==> src/hdl/snd_pkg.sv <==
package snd_pkg;

  localparam int unsigned NUM_INPUTS_DEF = 16;
  localparam int unsigned SIG_DEPTH_DEF  = 256;
  localparam int unsigned CFG_IDX_W      = 2;
  localparam int unsigned CFG_DATA_W     = 16;
  localparam logic [15:0] RATE_RST       = 16'd6554;

  typedef enum logic [2:0] {
    OP_INPUT = 3'd0,
    OP_TRAIN = 3'd1,
    OP_WRW   = 3'd2,
    OP_RDW   = 3'd3,
    OP_RDE   = 3'd4
  } snd_op_e;

  typedef enum logic [1:0] {
    KIND_OUT  = 2'd0,
    KIND_WRD  = 2'd1,
    KIND_WERR = 2'd2,
    KIND_TRN  = 2'd3
  } snd_kind_e;

  typedef enum logic [1:0] {
    CFG_HIDDEN = 2'd0,
    CFG_IRATE  = 2'd1,
    CFG_DECAY  = 2'd2
  } snd_cfg_e;

  typedef enum logic [3:0] {
    ST_IDLE, ST_FWD, ST_SUM, ST_SIG, ST_TE1, ST_TE2, ST_TE3, ST_TRN,
    ST_RATE1, ST_RATE2, ST_RD, ST_WE, ST_OUT
  } snd_state_e;

  // One row of the neuron store: input sample, weight, weight snapshot.
  typedef struct packed {
    logic signed [15:0] inp;
    logic signed [15:0] wgt;
    logic signed [15:0] old;
  } snd_row_t;

  // Per-field write enables of a row.
  typedef struct packed {
    logic inp;
    logic wgt;
    logic old;
  } snd_fld_t;

  function automatic logic signed [15:0] sat16(input logic signed [49:0] v);
    logic signed [15:0] r;
    if (v > 50'sd32767) r = 16'sh7fff;
    else if (v < -50'sd32768) r = 16'sh8000;
    else r = v[15:0];
    return r;
  endfunction

  function automatic logic is_sat(input logic signed [49:0] v);
    return (v > 50'sd32767) || (v < -50'sd32768);
  endfunction

  // Logistic value at the center of cell k of a table with 2**lg cells
  // spanning [-8, 8), rounded to Q.12. Elaboration time only.
  function automatic logic [12:0] sig_entry(input int unsigned k, input int unsigned lg);
    longint x;
    longint ax;
    longint sum;
    longint den;
    longint unsigned u;
    longint unsigned term;
    longint unsigned t;
    longint unsigned num;
    longint unsigned r;
    longint unsigned q;
    x = ((longint'(2 * k + 1) * (longint'(8) <<< 30)) >>> lg) - (longint'(8) <<< 30);
    ax = (x < 0) ? -x : x;
    u = longint'(unsigned'(ax)) >> 4;
    term = 64'd1 << 30;
    sum = longint'(1) <<< 30;
    for (int n = 1; n <= 12; n++) begin
      t = (term * u) >> 30;
      case (n)
        2: t = t / 2;
        3: t = t / 3;
        4: t = t / 4;
        5: t = t / 5;
        6: t = t / 6;
        7: t = t / 7;
        8: t = t / 8;
        9: t = t / 9;
        10: t = t / 10;
        11: t = t / 11;
        12: t = t / 12;
        default: t = t;
      endcase
      term = t;
      if ((n % 2) == 1) sum = sum - longint'(term);
      else sum = sum + longint'(term);
    end
    for (int n = 0; n < 4; n++) begin
      sum = longint'((longint'(unsigned'(sum)) * longint'(unsigned'(sum))) >> 30);
    end
    den = (longint'(1) <<< 30) + sum;
    num = (x < 0) ? 64'(4096 * sum) : (64'd4096 << 30);
    num = num + 64'(den >>> 1);
    r = 0;
    q = 0;
    for (int b = 47; b >= 0; b--) begin
      r = (r << 1) | ((num >> b) & 64'd1);
      if (r >= 64'(den)) begin
        r = r - 64'(den);
        q = q | (64'd1 << b);
      end
    end
    return q[12:0];
  endfunction

endpackage

==> src/hdl/snd_sig.sv <==
module snd_sig #(
  parameter int unsigned DEPTH = snd_pkg::SIG_DEPTH_DEF
) (
  input  logic               clk_i,
  input  logic signed [15:0] sum_i,
  output logic [12:0]        y_o
);
  import snd_pkg::*;

  localparam int unsigned TBW = $clog2(DEPTH);

  logic [12:0] tab [DEPTH];
  logic [15:0] ofs;
  logic [12:0] y_q;

  for (genvar g = 0; g < DEPTH; g++) begin : g_tab
    localparam logic [12:0] V = sig_entry(g, TBW);
    assign tab[g] = V;
  end

  // Offset-binary sum; its top bits pick the cell.
  assign ofs = {~sum_i[15], sum_i[14:0]};

  always_ff @(posedge clk_i) begin
    y_q <= tab[ofs[15 -: TBW]];
  end

  assign y_o = y_q;

endmodule

==> config.mk <==
export PLATFORM = sky130hd
export DESIGN_NAME = snd_sig
export DESIGN_NICKNAME = d
export VERILOG_FILES = /design/src/hdl/snd_pkg.sv /design/src/hdl/snd_sig.sv
export SDC_FILE = /design/constraint.sdc
export NUM_CORES = 1
export LEC_CHECK = 0
export ABC_AREA = 1
export BUFFER_PORTS_ARGS = -buffer_cell sky130_fd_sc_hd__buf_4
export CAP_MARGIN = 5
export CORE_MARGIN = 5
export CORE_UTILIZATION = 55
export CTS_CLUSTER_DIAMETER = 50
export CTS_CLUSTER_SIZE = 30
export DETAILED_ROUTE_END_ITERATION = 10
export HOLD_SLACK_MARGIN = 0.1
export PLACE_DENSITY = 0.8
export SETUP_SLACK_MARGIN = 0.05
export SYNTH_ARGS = -nofsm -noshare
export SYNTH_HDL_FRONTEND = slang
export SYNTH_SLANG_ARGS = --single-unit
==> constraint.sdc <==
create_clock -name clk_i -period 3.89 [get_ports clk_i]
set_input_delay 1.167 -clock clk_i [delete_from_list [all_inputs] [get_ports clk_i]]
set_output_delay 1.167 -clock clk_i [all_outputs]
set_load 0.005 [all_outputs]
After elaboration in Yosys (flattened, before gate mapping)
Memory sizes are Yosys's and may differ from the RTL's. A register that Yosys moved wholly into a read port is not among the register bits.
Cells that the tools add are included.
Cells by class
  shift-type cells: 0
  order comparisons: 0
  reduce and logical (&&, ||, !) cells: 0
  multiplexer cells: 0
  $mul: 0
  $add $sub $neg: 0
  equal/unequal tests: 0
  divide/modulo/power cells: 0
  bitwise operators: 2
Operator list (number)
  inverter 8 -> 9 bit: 1
  inverter 1 bit: 1
Storage, ports and cells
  ROM bits: 3328
  memories: 1
  input port bits: 17
  word-level logic and storage cells: 3
  latch bits: 0
  RAM bits: 0
  output and inout bits: 13
  flip-flop bits (word level): 0
Memories
  (name not given): depth 256, bits a word 13, read ports 1, clocked after Yosys merged registers in 1, write ports 0, line snd_sig.sv:25  | y_q <= tab[ofs[15 -: TBW]];

Logic depth before layout (Yosys ltp)
  depth after elaboration: 2
  gate-level depth with buffers: 15
  gate-level depth less buffers: 15

Worst setup path before layout
OpenSTA, ideal clock, no wires.
  path kind: input-to-reg
  from: in sum_i[8]
  to: reg y_q[5] (netlist: y_o[5])
  data arrival time: 2441 ps
  stages on the path: 10
  path buffers: 0
  library setup time: 116 ps
  required time: 3774 ps
  slack: 1333 ps
  cells stage by stage: inv_1 ha_1 nor2_1 nor2_1 nand2_1 nand2_1 nand2_1 nand3_1 o21ai_0 nand2_1
Between the ends
  cells in the longest elaborated chain, start to end: 1
RTL lines
  start, declared: line snd_sig.sv:5  | input logic signed [15:0] sum_i,
  inverter 8 -> 9 bit (not written as such): line snd_sig.sv:25
  end, declared: line snd_sig.sv:14  | logic [12:0] y_q;
No other way between the ends.

Worst setup path in the final report
  from: in sum_i[9]
  to: reg y_q[7] (netlist: y_o[7])
Same word-level chain as after synthesis.

==> summary.md <==
| Metric | Value |
|---|---|
| Max-cap viol count | `0` |
| YS warnings | `0` |
| Period minus WS final | `2990 ps` |
| Router iterations before antenna repair | `7` |
| Max Root-Sink Buffers | `2` |
| Post-DP HPWL | `8.76 mm` |
| Beginning of the critical path | `sum_i[9]` |
| Max reg flops | `12` |
| All-Layer GR Usage | `0.380` |
| Grt met3 use | `0.0914` |
| RSZ-0062 raised after global routing | `no` |
| CP Cell Sequence | `buf_4 > inv_1 > ha_1 > nand2_1 > inv_1 > nand2_1 > o211ai_1 > nand3_1 > o21ai_1 > o21ai_0` |
| Worst path slowest cell | `ha_1` |
| Tightest Pin Transition | `672 ps` |
| Synth unique cells | `26` |
| Startpoint Class | `input pin` |
| Share of post-route cells with drive strength above 1 | `0.0762` |
| Core ar. | `4720 µm²` |
| Peak Freq | `335 MHz` |
| Antenna cells | `0` |
| Drt total wl | `12.2 mm` |
| DIE HEIGHT | `79.9 µm` |
| Via-to-Cell Ratio | `6.52` |
| Largest net degree at the start of global routing | `40` |
| Top cells by area, synth | `nand2_1 30%, nand3_1 12%, dfxtp_1 8.9%` |
| Tightest Hold Check Type | `in -> reg` |
| Worst IR drop on VDD | `0.000117 V` |
| Most frequent cells in the layout | `218 x nand2_1, 63 x nand3_1, 53 x nor2_1` |
| Grt ovf | `0` |
| CP endpoint | `y_o[7]` |
| Status | `finished clean` |
| CP Max Fanout | `13` |
| Setup-failing EPs final | `0` |
| Nets@finish | `586` |
| Setup CP Type | `in -> reg` |
| Tcrit/Tclk final | `0.767` |
| Grt peak-use layer | `met2` |
| Crit path buf inv count | `3` |
| Routed wirelength normalized by instance count | `19.7 µm` |
| Relative slew margins | `0.551` |
| DRT iter0 DRCs | `802` |
| Tot Pwr | `0.625 mW` |
| GR Util met2 | `0.570` |
| Cells after Synth | `547` |
| Critical path required time | `4010 ps` |
| Vias | `4027` |
| Critical Path Stages | `10` |
| Static Leak | `1.60 nW` |
| DR DRC count | `0` |
| GP Congestion | `1.09` |
| H-tree depth | `1` |
| CP top delay family | `simple AND/OR/NAND/NOR gates` |
| TritonCTS clock tree | `done` |
| GR Layer Usage met1 | `0.490` |
| WP data arrival | `3100 ps` |
| Most common cell after layout, fill and taps aside | `nand2_1` |
| Root Buffer | `clkbuf_8` |
| Cell area after synthesis | `2690 µm²` |
| Count of final hold-check violations | `0` |
| Layout area overhead | `7.77%` |
| Vias in the first global route | `3584` |
| Setup Fix Bufs, Post-CTS | `0` |
| Post-synthesis sequential area ratio | `0.0894` |
| Final setup TNS | `0 ps` |
| Critical Path End Type | `register` |
| Row count | `25` |
| Fin. max-slew vios | `0` |
| Initial core utilization | `0.569` |
| Hold Buf Count CTS | `0` |
| Die ar. | `6380 µm²` |
| Initial antenna violation count | `0` |
| Register bit total from synthesis | `12` |
| Io pins | `30` |
| Crit-path max cell delay | `440 ps` |
| Worst-path clk slew | `50 ps` |
| Synth area leader | `nand2_1` |
| Syn_nets | `580` |
| Total CTS buffers | `3` |
| Synth top area share | `0.304` |
| Die Wd | `79.9 µm` |
| Post-CTS Resized | `0` |
| PortBufs | `20` |
| CTS sink count | `12` |
| Final antenna-violating net count | `0` |
| Post-Syn Area per Cell | `4.91 µm²` |
| First-pass GRT wire length | `18.7 mm` |
| Power density over the cells | `216 nW/µm²` |
cells by family after synthesis:
kind of cell,share of synthesized area
adder cells (fa/ha/maj),0.0745
flip-flops,0.0894
AO/OA/AOI/OAI,0.182
other,0.00140
buffers and inverters,0.118
AND/OR/NAND/NOR,0.534
cells in the mapped netlist, drive strengths merged:
| cell type | number |
|---|---|
| nor2 | 55 |
| o2111ai | 1 |
| nand3 | 63 |
| nand2 | 219 |
| a31oi | 4 |
| inv | 49 |
| nor3 | 4 |
| o21bai | 1 |
| ha | 16 |
| or2 | 2 |
| o21ai | 39 |
| nand4 | 7 |
| nor3b | 1 |
| buf | 18 |
| a21oi | 31 |
| conb | 1 |
| o211ai | 9 |
| clkbuf | 10 |
| o22ai | 5 |
| dfxtp | 12 |
stage by stage:
stage	util	worst slack [ps]	area, µm²	instances	hold WS [ps]
final	0.613	905	2900	618	1270
after global routing	0.613	809	2900	618	1290
after CTS	0.613	1040	2900	618	1270
after detailed placement	0.605	784	2860	615	1520
after global placement	0.605	806	2860	615	1510
after floorplan	-	1330	2690	547	1290
power by group:
group	internal, mW	switching, mW
clock network	0.0681	0.0435
logic	0.114	0.258
registers	0.138	0.00360
worst min-delay path: stages:
cell	delay, ps
buf_4	180
nand2_1	80
nand2_1	40
final cells by class:
| cell class | count | area [µm²] |
|---|---|---|
| clock buffers | 3 | 41.3 |
| multi-input cells | 458 | 2130 |
| fillers | 517 | 1830 |
| flip-flops and latches | 12 | 240 |
| inverters | 49 | 184 |
| well taps | 67 | 83.8 |
| repair buffers | 29 | 218 |
metal layers:
layer | share of wire | routed length (µm)
met2 | 0.39 | 4770
met3 | 0.17 | 2040
met5 | 0 | 0
met4 | 0.075 | 915
met1 | 0.36 | 4420
worst min path at each step:
stage,cells past startpoint,start,slack (ps),endpoint
2_1_floorplan,1,sum_i[15],1290,y_o[11]
3_3_place_gp,2,sum_i[15],1510,y_o[9]
3_5_place_dp,3,sum_i[15],1520,y_o[5]
4_1_cts,3,sum_i[15],1270,y_o[5]
5_1_grt,2,sum_i[15],1290,y_o[9]
6_report,3,sum_i[15],1270,y_o[5]
Note: power is estimated with default switching activity, not from simulation.
